==> config.mk <==
export PLATFORM = sky130hd
export DESIGN_NAME = keying_option_list_parser
export DESIGN_NICKNAME = d
export VERILOG_FILES = /design/src/rtl/core/kolp_pkg.sv /design/src/rtl/core/kolp_parser.sv /design/src/rtl/core/keying_option_list_parser.sv
export SDC_FILE = /design/constraint.sdc
export NUM_CORES = 1
export LEC_CHECK = 0
export BUFFER_PORTS_ARGS = -buffer_cell sky130_fd_sc_hd__buf_2
export CORE_MARGIN = 2
export CORE_UTILIZATION = 62
export CTS_BUF_LIST = sky130_fd_sc_hd__clkbuf_4 sky130_fd_sc_hd__clkbuf_8 sky130_fd_sc_hd__clkbuf_16
export DETAILED_ROUTE_END_ITERATION = 10
export GPL_TIMING_DRIVEN = 1
export MAX_ROUTING_LAYER = met4
export PLACE_DENSITY_LB_ADDON = 0.1
export SYNTH_ARGS = -nofsm -noshare
export SYNTH_HDL_FRONTEND = slang
export SYNTH_HIERARCHICAL = 1
export SYNTH_SLANG_ARGS = --single-unit
export TNS_END_PERCENT = 10
==> constraint.sdc <==
create_clock -name clk -period 6.2 [get_ports clk]
set_input_delay 0.93 -clock clk [delete_from_list [all_inputs] [get_ports clk]]
set_output_delay 0.93 -clock clk [all_outputs]
set_load 0.1 [all_outputs]
==> src/rtl/core/kolp_pkg.sv <==
`default_nettype none
package kolp_pkg;

  localparam logic [7:0]  DEFAULT_HMAC_LEN_RST = 8'd10;
  localparam logic [15:0] TYPE_HMAC     = 16'h001a;
  localparam logic [15:0] TYPE_SSEQ     = 16'h001e;
  localparam int unsigned FLAG_REQUIRE  = 0;
  localparam int unsigned FLAG_SEND     = 2;
  localparam logic [15:0] MAC_LEN_MIN   = 16'd4;
  localparam logic [15:0] MAC_LEN_MAX   = 16'd32;

  typedef struct packed {
    logic [7:0] data_byte;
    logic       last_byte;
  } in_word_t;

  typedef struct packed {
    logic [7:0]  mac_flags;
    logic [7:0]  seq_flags;
    logic [15:0] offered_hmac_len;
    logic        mac_tx_en;
    logic        mac_rx_en;
    logic        seq_tx_en;
    logic        seq_rx_en;
    logic [7:0]  rx_mac_len;
  } out_word_t;

  // 7-bit group VLU accumulate, saturating at 16 bits
  function automatic logic [15:0] vlu_add(logic [15:0] acc, logic [7:0] b);
    logic [22:0] v;
    v = {acc, b[6:0]};
    return (v[22:16] != 7'd0) ? 16'hffff : v[15:0];
  endfunction

endpackage
`default_nettype wire

==> src/rtl/core/kolp_parser.sv <==
`default_nettype none
module kolp_parser (
  input  wire logic               clk,
  input  wire logic               rst_n,
  input  wire logic               byte_fire,
  input  wire kolp_pkg::in_word_t in_data,
  input  wire logic [7:0]         default_hmac_len,
  output logic                    res_valid,
  output kolp_pkg::out_word_t     res
);

  localparam logic [2:0] PH_LEN   = 3'd0;
  localparam logic [2:0] PH_TYPE  = 3'd1;
  localparam logic [2:0] PH_FIRST = 3'd2;
  localparam logic [2:0] PH_REST  = 3'd3;
  localparam logic [2:0] PH_STOP  = 3'd4;

  localparam logic [1:0] KIND_OTHER = 2'd0;
  localparam logic [1:0] KIND_HMAC  = 2'd1;
  localparam logic [1:0] KIND_SSEQ  = 2'd2;

  localparam logic [1:0] LS_NONE = 2'd0;
  localparam logic [1:0] LS_BUSY = 2'd1;
  localparam logic [1:0] LS_DONE = 2'd2;

  logic [2:0]  phase_r,      phase_nxt;
  logic [15:0] vlu_r,        vlu_nxt;
  logic [15:0] left_r,       left_nxt;
  logic [15:0] tcount_r,     tcount_nxt;
  logic [1:0]  kind_r,       kind_nxt;
  logic [7:0]  pflags_r,     pflags_nxt;
  logic [15:0] plen_r,       plen_nxt;
  logic [1:0]  lstate_r,     lstate_nxt;
  logic [7:0]  hflags_r,     hflags_nxt;
  logic [7:0]  sflags_r,     sflags_nxt;
  logic [15:0] hlen_r,       hlen_nxt;

  logic       more;
  logic       fin;
  logic [2:0] fin_phase;

  assign more = in_data.data_byte[7];

  always_comb begin
    phase_nxt  = phase_r;
    vlu_nxt    = vlu_r;
    left_nxt   = left_r;
    tcount_nxt = tcount_r;
    kind_nxt   = kind_r;
    pflags_nxt = pflags_r;
    plen_nxt   = plen_r;
    lstate_nxt = lstate_r;
    hflags_nxt = hflags_r;
    sflags_nxt = sflags_r;
    hlen_nxt   = hlen_r;
    fin        = 1'b0;
    fin_phase  = PH_LEN;

    case (phase_r)
      PH_LEN: begin
        vlu_nxt = kolp_pkg::vlu_add(vlu_r, in_data.data_byte);
        if (!more) begin
          if (vlu_nxt == 16'd0) begin
            phase_nxt = PH_STOP;
          end else begin
            left_nxt   = vlu_nxt;
            vlu_nxt    = 16'd0;
            tcount_nxt = 16'd0;
            phase_nxt  = PH_TYPE;
          end
        end
      end
      PH_TYPE: begin
        vlu_nxt    = kolp_pkg::vlu_add(vlu_r, in_data.data_byte);
        tcount_nxt = tcount_r + {15'd0, (tcount_r != 16'hffff)};
        if (!more) begin
          if (vlu_nxt == kolp_pkg::TYPE_HMAC) begin
            kind_nxt = KIND_HMAC;
          end else if (vlu_nxt == kolp_pkg::TYPE_SSEQ) begin
            kind_nxt = KIND_SSEQ;
          end else begin
            kind_nxt = KIND_OTHER;
          end
          if (tcount_nxt > left_r) begin
            phase_nxt = PH_STOP;
          end else begin
            left_nxt   = left_r - tcount_nxt;
            pflags_nxt = 8'd0;
            plen_nxt   = 16'd0;
            lstate_nxt = LS_NONE;
            if (left_nxt == 16'd0) begin
              kind_nxt = KIND_OTHER;
              fin      = 1'b1;
            end else begin
              phase_nxt = PH_FIRST;
            end
          end
        end
      end
      PH_FIRST: begin
        pflags_nxt = in_data.data_byte;
        left_nxt   = left_r - 16'd1;
        phase_nxt  = PH_REST;
        fin        = (left_nxt == 16'd0);
      end
      PH_REST: begin
        if (kind_r == KIND_HMAC && lstate_r != LS_DONE) begin
          plen_nxt   = kolp_pkg::vlu_add(plen_r, in_data.data_byte);
          lstate_nxt = more ? LS_BUSY : LS_DONE;
        end
        left_nxt = left_r - 16'd1;
        fin      = (left_nxt == 16'd0);
      end
      default: begin
      end
    endcase

    // option complete: commit it
    if (fin) begin
      if (kind_nxt == KIND_HMAC) begin
        hflags_nxt = pflags_nxt;
        if (lstate_nxt == LS_DONE) begin
          hlen_nxt = plen_nxt;
        end else if (lstate_nxt == LS_BUSY) begin
          fin_phase = PH_STOP;
        end
      end else if (kind_nxt == KIND_SSEQ) begin
        sflags_nxt = pflags_nxt;
      end
      phase_nxt = fin_phase;
      vlu_nxt   = 16'd0;
    end
  end

  assign res_valid = byte_fire && in_data.last_byte;

  always_comb begin
    res.mac_flags        = hflags_nxt;
    res.seq_flags        = sflags_nxt;
    res.offered_hmac_len = hlen_nxt;
    res.mac_tx_en        = hflags_nxt[kolp_pkg::FLAG_REQUIRE];
    res.mac_rx_en        = hflags_nxt[kolp_pkg::FLAG_SEND];
    res.seq_tx_en        = sflags_nxt[kolp_pkg::FLAG_REQUIRE];
    res.seq_rx_en        = sflags_nxt[kolp_pkg::FLAG_SEND];
    res.rx_mac_len       = (hlen_nxt >= kolp_pkg::MAC_LEN_MIN &&
                            hlen_nxt <= kolp_pkg::MAC_LEN_MAX) ?
                           hlen_nxt[7:0] : default_hmac_len;
  end

  always_ff @(posedge clk) begin
    if (!rst_n || res_valid) begin
      phase_r  <= PH_LEN;
      vlu_r    <= 16'd0;
      left_r   <= 16'd0;
      tcount_r <= 16'd0;
      kind_r   <= KIND_OTHER;
      pflags_r <= 8'd0;
      plen_r   <= 16'd0;
      lstate_r <= LS_NONE;
      hflags_r <= 8'd0;
      sflags_r <= 8'd0;
      hlen_r   <= 16'd0;
    end else if (byte_fire) begin
      phase_r  <= phase_nxt;
      vlu_r    <= vlu_nxt;
      left_r   <= left_nxt;
      tcount_r <= tcount_nxt;
      kind_r   <= kind_nxt;
      pflags_r <= pflags_nxt;
      plen_r   <= plen_nxt;
      lstate_r <= lstate_nxt;
      hflags_r <= hflags_nxt;
      sflags_r <= sflags_nxt;
      hlen_r   <= hlen_nxt;
    end
  end

endmodule
`default_nettype wire

==> src/rtl/core/keying_option_list_parser.sv <==
// Output: the result word is registered into out_data, or into the skid entry
//   while out_data holds an unaccepted word, on accepting the last_byte word.
// Throughput: one input word per cycle while the skid is empty; parser state is
//   updated in the accept cycle, results pass a two-entry output register/skid.
// Reset (rst_n low, synchronous): parser state cleared, output empty,
//   default_hmac_len back to 10.
`default_nettype none
module keying_option_list_parser (
  input  wire logic                clk,
  input  wire logic                rst_n,
  input  wire logic                in_valid,
  output logic                     in_ready,
  input  wire kolp_pkg::in_word_t  in_data,
  output logic                     out_valid,
  input  wire logic                out_ready,
  output kolp_pkg::out_word_t      out_data,
  input  wire logic                cfg_valid,
  output logic                     cfg_ready,
  input  wire logic [7:0]          cfg_data
);

  logic [7:0]          def_len_r;
  logic                res_valid;
  kolp_pkg::out_word_t res;

  logic                out_valid_r,  out_valid_nxt;
  kolp_pkg::out_word_t out_r,        out_nxt;
  logic                skid_valid_r, skid_valid_nxt;
  kolp_pkg::out_word_t skid_r,       skid_nxt;

  assign cfg_ready = 1'b1;
  assign in_ready  = !skid_valid_r;

  always_ff @(posedge clk) begin
    if (!rst_n) begin
      def_len_r <= kolp_pkg::DEFAULT_HMAC_LEN_RST;
    end else if (cfg_valid) begin
      def_len_r <= cfg_data;
    end
  end

  kolp_parser u_parser (
    .clk              (clk),
    .rst_n            (rst_n),
    .byte_fire        (in_valid && in_ready),
    .in_data          (in_data),
    .default_hmac_len (def_len_r),
    .res_valid        (res_valid),
    .res              (res)
  );

  always_comb begin
    out_valid_nxt  = out_valid_r;
    out_nxt        = out_r;
    skid_valid_nxt = skid_valid_r;
    skid_nxt       = skid_r;
    if (out_valid_r && out_ready) begin
      if (skid_valid_r) begin
        out_nxt        = skid_r;
        skid_valid_nxt = 1'b0;
      end else begin
        out_valid_nxt = 1'b0;
      end
    end
    if (res_valid) begin
      if (!out_valid_nxt) begin
        out_nxt       = res;
        out_valid_nxt = 1'b1;
      end else begin
        skid_nxt       = res;
        skid_valid_nxt = 1'b1;
      end
    end
  end

  always_ff @(posedge clk) begin
    if (!rst_n) begin
      out_valid_r  <= 1'b0;
      skid_valid_r <= 1'b0;
    end else begin
      out_valid_r  <= out_valid_nxt;
      skid_valid_r <= skid_valid_nxt;
    end
    out_r  <= out_nxt;
    skid_r <= skid_nxt;
  end

  assign out_valid = out_valid_r;
  assign out_data  = out_r;

endmodule
`default_nettype wire

# == After elaboration in Yosys (flattened, before gate mapping) ==
# Cells that the tools add are included.
# totals
ff_bits,209
latchBits,0
ram_bits,0
mem_bits_ro,0
inputBits,22
output_inout_bits,47
memories,0
# op_classes
add_sub_neg,3
multipliers,0
div_mod_pow,0
magnitude_cmp,3
eq_ne,19
shift,0
mux,65
n_bitwise,0
reduce_logical,24
# op_table
cell,count
16-bit 2-to-1 mux,17
44-bit 2-to-1 mux,4
16-bit case mux with 2 select lines,3
8-bit 2-to-1 mux,8
16-bit zero test,3
16-bit case mux with 3 select lines,1
16-bit by 5-bit == test with 1-bit output (second input constant),2
3-bit 2-to-1 mux,9
2-bit 2-to-1 mux,10
16-bit by 1-bit adder with 16-bit output,1
16-bit by 3-bit greater-or-equal comparator with 1-bit output (second input constant),1
16-bit greater-than comparator,1
16-bit by 6-bit <= comparator with 1-bit output (second input constant),1
16-bit inequality test (second input constant),1
8-bit case mux with 2 select lines,1
16-bit by 1-bit subtractor with 16-bit output (second input constant),1
16-bit subtractor,1
7-bit nonzero test,2
2-bit inequality test (second input constant),5
1-bit 2-to-1 mux,9
3-bit case mux with 3 select lines,1
2-bit by 1-bit == test with 1-bit output (second input constant),3
3-bit by 2-bit == test with 1-bit output (second input constant),2
3-bit by 2-bit inequality test with 1-bit output (second input constant),2
17 further kinds,25

# == Depth between registers and ports, before layout ==
# Gate-level depths: netlist (run 1).
# logic_depth
depth_word,17
mapped_depth,27
depth_no_buf,25

# == Hierarchy ==
# The synthesis (run 1) kept the hierarchy.
# modules_own_cells
module,instances,cells_each,area_each_um2
kolp_parser,1,981,7400.8
keying_option_list_parser,1,331,4035.1

# == Worst setup path before layout (run 1) ==
# OpenSTA, ideal clock, no wires.
# synth_path
kind,register -> register
from,register u_parser.tcount_r[6]
to,"register skid_r[0] in the netlist's numbering, data pin"
arrival_time_ps,5102
required_ps,5937
path_slack_ps,835
stages_incl_launch_ff,23
n_path_buf,3
synth_period_minus_slack_ps,5365
path_cell_list,dfxtp_1 -> and3_1 -> and3_1 -> nand4_1 -> or4_1 -> ha_1 -> ha_1 -> nand3_1 -> nor2_1 -> xnor2_1 -> ha_1 -> buf_2 -> nand3_1 -> or3_4 -> a211o_2 -> a21oi_4 -> o21ai_2 -> a31o_1 -> or3b_1 -> buf_2 -> buf_6 -> mux2_4 -> mux2_2
# synth_rtl
element,line_no,text
"start, declared",kolp_parser.sv:29,"logic [15:0] tcount_r, tcount_nxt;"
"start signal, assigned",kolp_parser.sv:167,tcount_r <= tcount_nxt;
"end signal, assigned",keying_option_list_parser.sv:85,skid_r <= skid_nxt;
"end, declared",keying_option_list_parser.sv:29,"kolp_pkg::out_word_t skid_r, skid_nxt;"

==> qor.yml, run 1 <==
critical_path:
  path_class: "flop to flop"
  worst_ep_arrival_time_ns: 6.10
  timing.critical_path.buf_inv: 1
  worstRegToRegCells: 21
  max_stage_delay_ns: 0.53
  crit_path_end_kind: "flop"
  critical_path.cell_chain: "and3_1, and3_1, nand4_1, or4_1, ha_1, ha_1, nand3_1, nor2_1, xnor2_1, ha_1, nand3_1, or3_4, a211o_2, a21oi_4, o21ai_2, a31o_1, or3b_4, mux2_4, mux2_2, inv_1, a221oi_1"
  cp_top_family: "simple AND/OR/NAND/NOR gates"
  cp-start-kind: "flop"
  crit_path_frequent_cell: "sky130_fd_sc_hd__ha_1"
  critical_path.slowest_cell: "sky130_fd_sc_hd__or4_1"
  critical_path_depth: 21
  critPathMaxFanout: 11
  worstPathRequired_ns: 6.57
sta:
  rsz0062_at_grt: "false"
  report.final.hold_viol_count: 0
  fin_worst_skew_ns: 0.0122
  tns_ns: 0
  tightest_slew_ns: 1.14
  final.min_clock_period_ns: 5.73
  final_max_slew_viol_count: 0
  fin_crit_sh_pct: 92.3
  report.final.setup_viol: 0
  achievable-frequency_ghz: 0.175
  max_slew_margin_pct: 24.2
grt:
  grt_first_pass_wirelength_um: 49100
  gr-usage-all-layers_pct: 31.1
  first_global_vias: 9398
  grt_max_degree: 59
  initial_antenna_violation_count: 0
  grt.overflow.total: 0
routing:
  drt-pass1-iter-count: 5
  route.detailed.vias_per_inst: 6.32
  drtIter0Drc: 938
  wire_per_inst_um: 19.1
  wl_um: 30300
  drt.antenna.violating_nets: 0
  vias: 9998
  drc: 0
floorplanning:
  die-area_um2: 19500
  die_height_um: 140
  chipWidth_um: 140
  ioPinCount: 69
  floorplan.initialDensity_pct: 63.4
  floorplan.rows: 49
  core_area_um2: 18000
clock_network:
  cts.path.max_buffers: 3
  cts_made_buffers: 23
  clock-sinks: 209
  insertion_delay_of_the_later_clocked_pin_in_the_worst_skew_pair_ns: 0.51
  cts_tree: "done"
  clockRootBuffer: "sky130_fd_sc_hd__clkbuf_16"
  clk_pin_slew_ns: 0.06
  cts_htree_levels: 1
finish:
  synthToLayoutAreaGrowth_pct: 10.1
  fin_cells: 1582
  drive_gt1_share_pct: 16.4
  finish.net_count: 1378
  design_area_um2: 12600
logic_synthesis:
  avgSynthCellArea_um2: 8.72
  total_of_flip_flops_plus_latches_after_synthesis: 209
  number_of_synthesized_flops_with_an_enable_pin: 44
  synth_cells: 1312
  yosysTopAreaCellShare_pct: 28.9
  post_synth_most_frequent_cells: "sky130_fd_sc_hd__nor2_1, sky130_fd_sc_hd__dfxtp_1, sky130_fd_sc_hd__nand2_1, sky130_fd_sc_hd__o21ai_0"
  synthesis.nets: 1355
  netlist-cell-type-count: 77
  synthesis.yosys.warnings: 6
  seq_area_frac_synth_pct: 40.4
  synthMostInstantiatedCell: "sky130_fd_sc_hd__nor2_1"
  yosys_most_used_dff: "sky130_fd_sc_hd__dfxtp_1"
  synthArstFlopShare_pct: 0
  post_synth_instance_area_um2: 11400
  synth_largest_area_cell: "sky130_fd_sc_hd__dfxtp_1"
  post_synth_main_area_contributors: "sky130_fd_sc_hd__dfxtp_1, sky130_fd_sc_hd__edfxtp_1, sky130_fd_sc_hd__nor2_1"
flow_run:
  drv.max_cap_violation_count: 0
min_path:
  timing.hold.worst.class: "flop to flop"
  holdPathStages: 2
pwr:
  finalPower_mw: 3.96
  vdd.ir_drop.worst_mv: 0.342
  p_per_area_nw_per_um2: 315
  power.leakage_nw: 4.78
place:
  placed_area_um2: 11800
  place_congestion: 0.959
  detailedPlacementHpwl_um: 20400
  place.detailed.instances: 1539
  io_buffers: 67
outcome:
  outcome: "complete, no violations"
==> worst paths after layout <==
check / slack [ns] / end / start
max: 0.47 / out_data[0]$_DFF_P_ / u_parser/tcount_r[6]$_SDFFE_PP0P_
min: 0.46 / u_parser/vlu_r[9]$_SDFFE_PP0P_ / u_parser/vlu_r[9]$_SDFFE_PP0P_
max reg2reg: 0.47 / out_data[0]$_DFF_P_ / u_parser/tcount_r[6]$_SDFFE_PP0P_
min reg2reg: 0.46 / u_parser/vlu_r[9]$_SDFFE_PP0P_ / u_parser/vlu_r[9]$_SDFFE_PP0P_
==> cell type report <==
cell class,count,area [um^2]
antenna,1,2.50
clock buffer,34,702
multi-input combinational,947,6160
timing repair buffer,87,485
tap,229,287
fill,1474,5440
sequential,209,4630
inverter,67,251
clock inverter,8,73.8
==> stage by stage <==
| step | utilization, % | hold slack [ns] | worst slack (ns) |
|---|---|---|---|
| CTS | 69.8 | 0.455 | 0.327 |
| finish | 69.8 | 0.460 | 0.475 |
| global placement | 65.5 | 0.447 | 0.483 |
| floorplan | - | 0.436 | 0.835 |
| detailed placement | 65.5 | 0.447 | 0.345 |
| global route | 69.8 | 0.478 | 0.136 |
==> metal layers <==
layer | vias to the layer above | global-route usage [%] | wire length, um
li1 | 4823 | - | -
met3 | 56 | 3.92 | 1760
met4 | 0 | 7.68 | 614
met5 | - | - | 0
met2 | 340 | 49.7 | 14200
met1 | 4779 | 42.4 | 13700
==> what timing repair did <==
action | CTS | global route
gates resized for setup | 0 | 2
buffers inserted | 0 | 0
setup endpoints to repair | 0 | 41
hold buffers | 0 | 0
==> report_power, final <==
group / switching (mW) / internal [mW] / leakage, nW
combinational: 0.766 / 0.278 / 2.69
sequential: 0.0735 / 1.46 / 1.70
clock: 0.557 / 0.826 / 0.387
total: 1.40 / 2.56 / 4.78
==> layout by cell type, fill, tap and decap left out, drive strengths merged, types with 31 or more instances in the layout <==
master  netlist  routed
edfxtp       44      44
o21ai        80      80
dfxtp       165     165
nor3         31      31
nand2        92      92
mux2i        54      54
nor2        207     207
o22ai        45      45
buf          40      87
a221oi       48      48
inv          66      67
clkbuf       49      34
a21oi        68      68
==> worst reg2reg max path, cell delays in order (launching register included) <==
cell                       delay, ns
sky130_fd_sc_hd__dfxtp_1        0.40
sky130_fd_sc_hd__and3_1         0.21
sky130_fd_sc_hd__and3_1         0.18
sky130_fd_sc_hd__nand4_1        0.12
sky130_fd_sc_hd__or4_1          0.53
sky130_fd_sc_hd__ha_1           0.21
sky130_fd_sc_hd__ha_1           0.23
sky130_fd_sc_hd__nand3_1        0.21
sky130_fd_sc_hd__nor2_1         0.15
sky130_fd_sc_hd__xnor2_1        0.15
sky130_fd_sc_hd__ha_1           0.42
sky130_fd_sc_hd__nand3_1        0.14
sky130_fd_sc_hd__or3_4          0.38
sky130_fd_sc_hd__a211o_2        0.40
sky130_fd_sc_hd__a21oi_4        0.21
sky130_fd_sc_hd__o21ai_2        0.09
sky130_fd_sc_hd__a31o_1         0.27
sky130_fd_sc_hd__or3b_4         0.51
sky130_fd_sc_hd__mux2_4         0.35
sky130_fd_sc_hd__mux2_2         0.28
sky130_fd_sc_hd__inv_1          0.07
sky130_fd_sc_hd__a221oi_1       0.08
==> sequential cells by signal (all words and copies together) (netlist names) <==
register	count
skid_r	44
u_parser/tcount_r	16
u_parser/kind_r	2
u_parser/phase_r	3
out_valid	1
skid_valid_r	1
u_parser/hlen_r	16
u_parser/lstate_r	2
u_parser/pflags_r	8
u_parser/sflags_r	8
u_parser/left_r	16
u_parser/vlu_r	16
out_data	44
def_len_r	8
u_parser/hflags_r	8
u_parser/plen_r	16
==> kinds of logic after synthesis <==
logic type | Yosys count | share of synthesized area, %
AND/OR/NAND/NOR | 461 | 18.7
AO/OA/AOI/OAI | 355 | 22.9
flip-flops | 209 | 40.4
buffers and inverters | 156 | 5.98
multiplexers | 79 | 7.32
XOR/XNOR | 30 | 2.30
adder cells (fa/ha/maj) | 21 | 2.36
other | 1 | 0.0328
(Power assumes the default switching activity.)
==> run 2: changes to the inputs <==
Settings changed: CORE_UTILIZATION 62 to 64, CTS_BUF_LIST sky130_fd_sc_hd__clkbuf_4 sky130_fd_sc_hd__clkbuf_8 sky130_fd_sc_hd__clkbuf_16 to sky130_fd_sc_hd__clkbuf_4 sky130_fd_sc_hd__clkbuf_8.
==> run 2 against run 1 <==
Critical path depth unchanged. Total power is 1.8% lower. Register-to-register slack got worse by 0.10 ns. Clock skew increased by 0.0041 ns. Clock power shrank 5%. Sequential cell count unchanged. Core utilization grew 2.4 points. Critical endpoint is now out_data[1]$_DFF_P_.
==> qor.yml, run 2 (same netlist as run 1, synthesis figures left out) <==
routing:
  drc: 0  # unchanged
  vias: 10100  # was 9998
  drt.antenna.violating_nets: 0  # unchanged
  drt-pass1-iter-count: 6  # was 5
  route.detailed.vias_per_inst: 6.33  # was 6.32
  wl_um: 30200  # was 30300 um
  drtIter0Drc: 948  # was 938
  wire_per_inst_um: 18.9  # was 19.1 um
finish:
  antenna_cells_inserted: 0  # was 1
  drive_gt1_share_pct: 17.7  # was 16.4%
  fin_cells: 1601  # was 1582
  synthToLayoutAreaGrowth_pct: 9.69  # was 10.1%
  final_cell_mix: "sky130_fd_sc_hd__nor2_1, sky130_fd_sc_hd__dfxtp_1, sky130_fd_sc_hd__nand2_1, sky130_fd_sc_hd__o21ai_0, sky130_fd_sc_hd__buf_2"  # unchanged
  finish.net_count: 1390  # was 1378
  final_core_util_pct: 72.3  # was 69.8%
  mostFrequentLayoutCell: "sky130_fd_sc_hd__nor2_1"  # unchanged
floorplanning:
  die-area_um2: 19000  # was 19500 um^2
  core_area_um2: 17400  # was 18000 um^2
  floorplan.rows: 48  # was 49
  die_height_um: 138  # was 140 um
  floorplan.initialDensity_pct: 65.9  # was 63.4%
  chipWidth_um: 138  # was 140 um
  ioPinCount: 69  # unchanged
sta:
  report.final.hold_viol_count: 0  # unchanged
  max_slew_margin_pct: 15.9  # was 24.2%
  achievable-frequency_ghz: 0.172  # was 0.175 GHz
  tightest_slew_ns: 1.26  # was 1.14 ns
  rsz0062_at_grt: "false"  # unchanged
  fin_crit_sh_pct: 94.0  # was 92.3%
  report.final.setup_viol: 0  # unchanged
  final.min_clock_period_ns: 5.83  # was 5.73 ns
  final_max_slew_viol_count: 0  # unchanged
  fin_worst_skew_ns: 0.0163  # was 0.0122 ns
  tns_ns: 0  # unchanged
pwr:
  power.leakage_nw: 4.78  # about the same
  finalPower_mw: 3.89  # was 3.96 mW
  internal_power_mw: 2.47  # was 2.56 mW
  vdd.ir_drop.worst_mv: 0.284  # was 0.342 mV
  p_per_area_nw_per_um2: 310  # was 315 nW/um^2
  power.clock.fraction_pct: 33.6  # was 34.9%
  p_switching_mw: 1.42  # was 1.40 mW
  combPwrFrac_pct: 27.0  # was 26.4%
  switching_share_pct: 36.5  # was 35.2%
  seq_power_share_pct: 39.4  # was 38.7%
clock_network:
  cts_htree_levels: 2  # was 1
  clk_pin_slew_ns: 0.06  # about the same
  cts_resized: 0  # unchanged
  clockRootBuffer: "sky130_fd_sc_hd__clkbuf_8"  # was sky130_fd_sc_hd__clkbuf_16
  insertion_delay_of_the_later_clocked_pin_in_the_worst_skew_pair_ns: 0.54  # was 0.51 ns
  cts.path.max_buffers: 3  # unchanged
  cts_hold_buf: 0  # unchanged
  cts_made_buffers: 37  # was 23
  cts_tree: "done"  # unchanged
  clock-sinks: 209  # unchanged
  cts_post_setup_buffers_inserted: 0  # unchanged
grt:
  gr-usage-all-layers_pct: 32.8  # was 31.1%
  initial_antenna_violation_count: 0  # unchanged
  grt_max_degree: 57  # was 59
  first_global_vias: 9452  # was 9398
  grt.overflow.total: 0  # unchanged
  grt_first_pass_wirelength_um: 48100  # was 49100 um
critical_path:
  critPathMaxFanout: 15  # was 11
  worstPathRequired_ns: 6.60  # was 6.57 ns
  crit_path_end_kind: "flop"  # unchanged
  cp-start-kind: "flop"  # unchanged
  path_class: "flop to flop"  # unchanged
  worst_ep_arrival_time_ns: 6.22  # was 6.10 ns
outcome:
  outcome: "complete, no violations"  # unchanged
min_path:
  timing.hold.worst.class: "flop to flop"  # unchanged
place:
  io_buffers: 67  # unchanged
  detailedPlacementHpwl_um: 20700  # was 20400 um
  place_congestion: 0.957  # was 0.959
  place.detailed.instances: 1533  # was 1539
flow_run:
  drv.max_cap_violation_count: 0  # unchanged
## run 2: power groups by stage
stage	Clock [mW]	Combinational (mW)	Sequential [mW]
after floorplan	0	0.504	1.88
final	1.31	1.05	1.53
after global routing	1.38	1.12	1.54
after detailed placement	0	1.03	1.56
after CTS	1.33	1.04	1.53
after global placement	0	1.03	1.56
## run 2: path summary, 6_finish.rpt
check | startpoint | to | slack, ns | cells past startpoint
worst min register to register | u_parser/vlu_r[13]$_SDFFE_PP0P_ | u_parser/vlu_r[13]$_SDFFE_PP0P_ | 0.46 | 2
worst min-delay path | u_parser/vlu_r[13]$_SDFFE_PP0P_ | u_parser/vlu_r[13]$_SDFFE_PP0P_ | 0.46 | 2
worst max register to register | u_parser/tcount_r[6]$_SDFFE_PP0P_ | out_data[1]$_DFF_P_ | 0.37 | 21
worst max-delay path | u_parser/tcount_r[6]$_SDFFE_PP0P_ | out_data[1]$_DFF_P_ | 0.37 | 21
## run 2: metrics by stage
step | setup WS (ns) | hold WS [ns] | instance area, um^2
after global placement | 0.386 | 0.443 | 11800
after detailed placement | 0.203 | 0.453 | 11800
after CTS | 0.180 | 0.462 | 12500
after floorplan | 0.835 | 0.436 | 11400
final | 0.373 | 0.464 | 12500
after global routing | 0.0251 | 0.480 | 12500
## run 2: area by class of cell
type,instances,area [um^2]
fill,1387,4810
sequential,209,4630
clock buffer,59,706
timing repair buffer,85,470
clock inverter,9,55.1
multi-input combinational,947,6150
tap,225,282
inverter,67,251
## run 2: per-layer routing
metal  vias to the layer above  global-route usage (%)  share of wire (%)
met3                        89                    5.37                6.1
met4                         0                    13.1                3.7
met5                         -                       -                  0
met1                      4812                    42.4                 44
met2                       384                    51.3                 46
li1                       4849                       -                  -
## run 2: worst max-delay path, stage by stage, from the launching register on
cell and delay, ns:
sky130_fd_sc_hd__dfxtp_1 0.40, sky130_fd_sc_hd__and3_1 0.22, sky130_fd_sc_hd__and3_1 0.18, sky130_fd_sc_hd__nand4_1 0.12, sky130_fd_sc_hd__or4_1 0.54, sky130_fd_sc_hd__ha_1 0.21
sky130_fd_sc_hd__ha_1 0.23, sky130_fd_sc_hd__nand3_1 0.21, sky130_fd_sc_hd__nor2_1 0.15, sky130_fd_sc_hd__xnor2_1 0.15, sky130_fd_sc_hd__ha_1 0.44, sky130_fd_sc_hd__nand3_1 0.15
sky130_fd_sc_hd__or3_4 0.38, sky130_fd_sc_hd__a211o_2 0.40, sky130_fd_sc_hd__a21oi_4 0.21, sky130_fd_sc_hd__o21ai_2 0.09, sky130_fd_sc_hd__a31o_1 0.27, sky130_fd_sc_hd__or3b_4 0.54
sky130_fd_sc_hd__mux2_4 0.36, sky130_fd_sc_hd__mux2_2 0.28, sky130_fd_sc_hd__inv_1 0.07, sky130_fd_sc_hd__a221oi_1 0.08
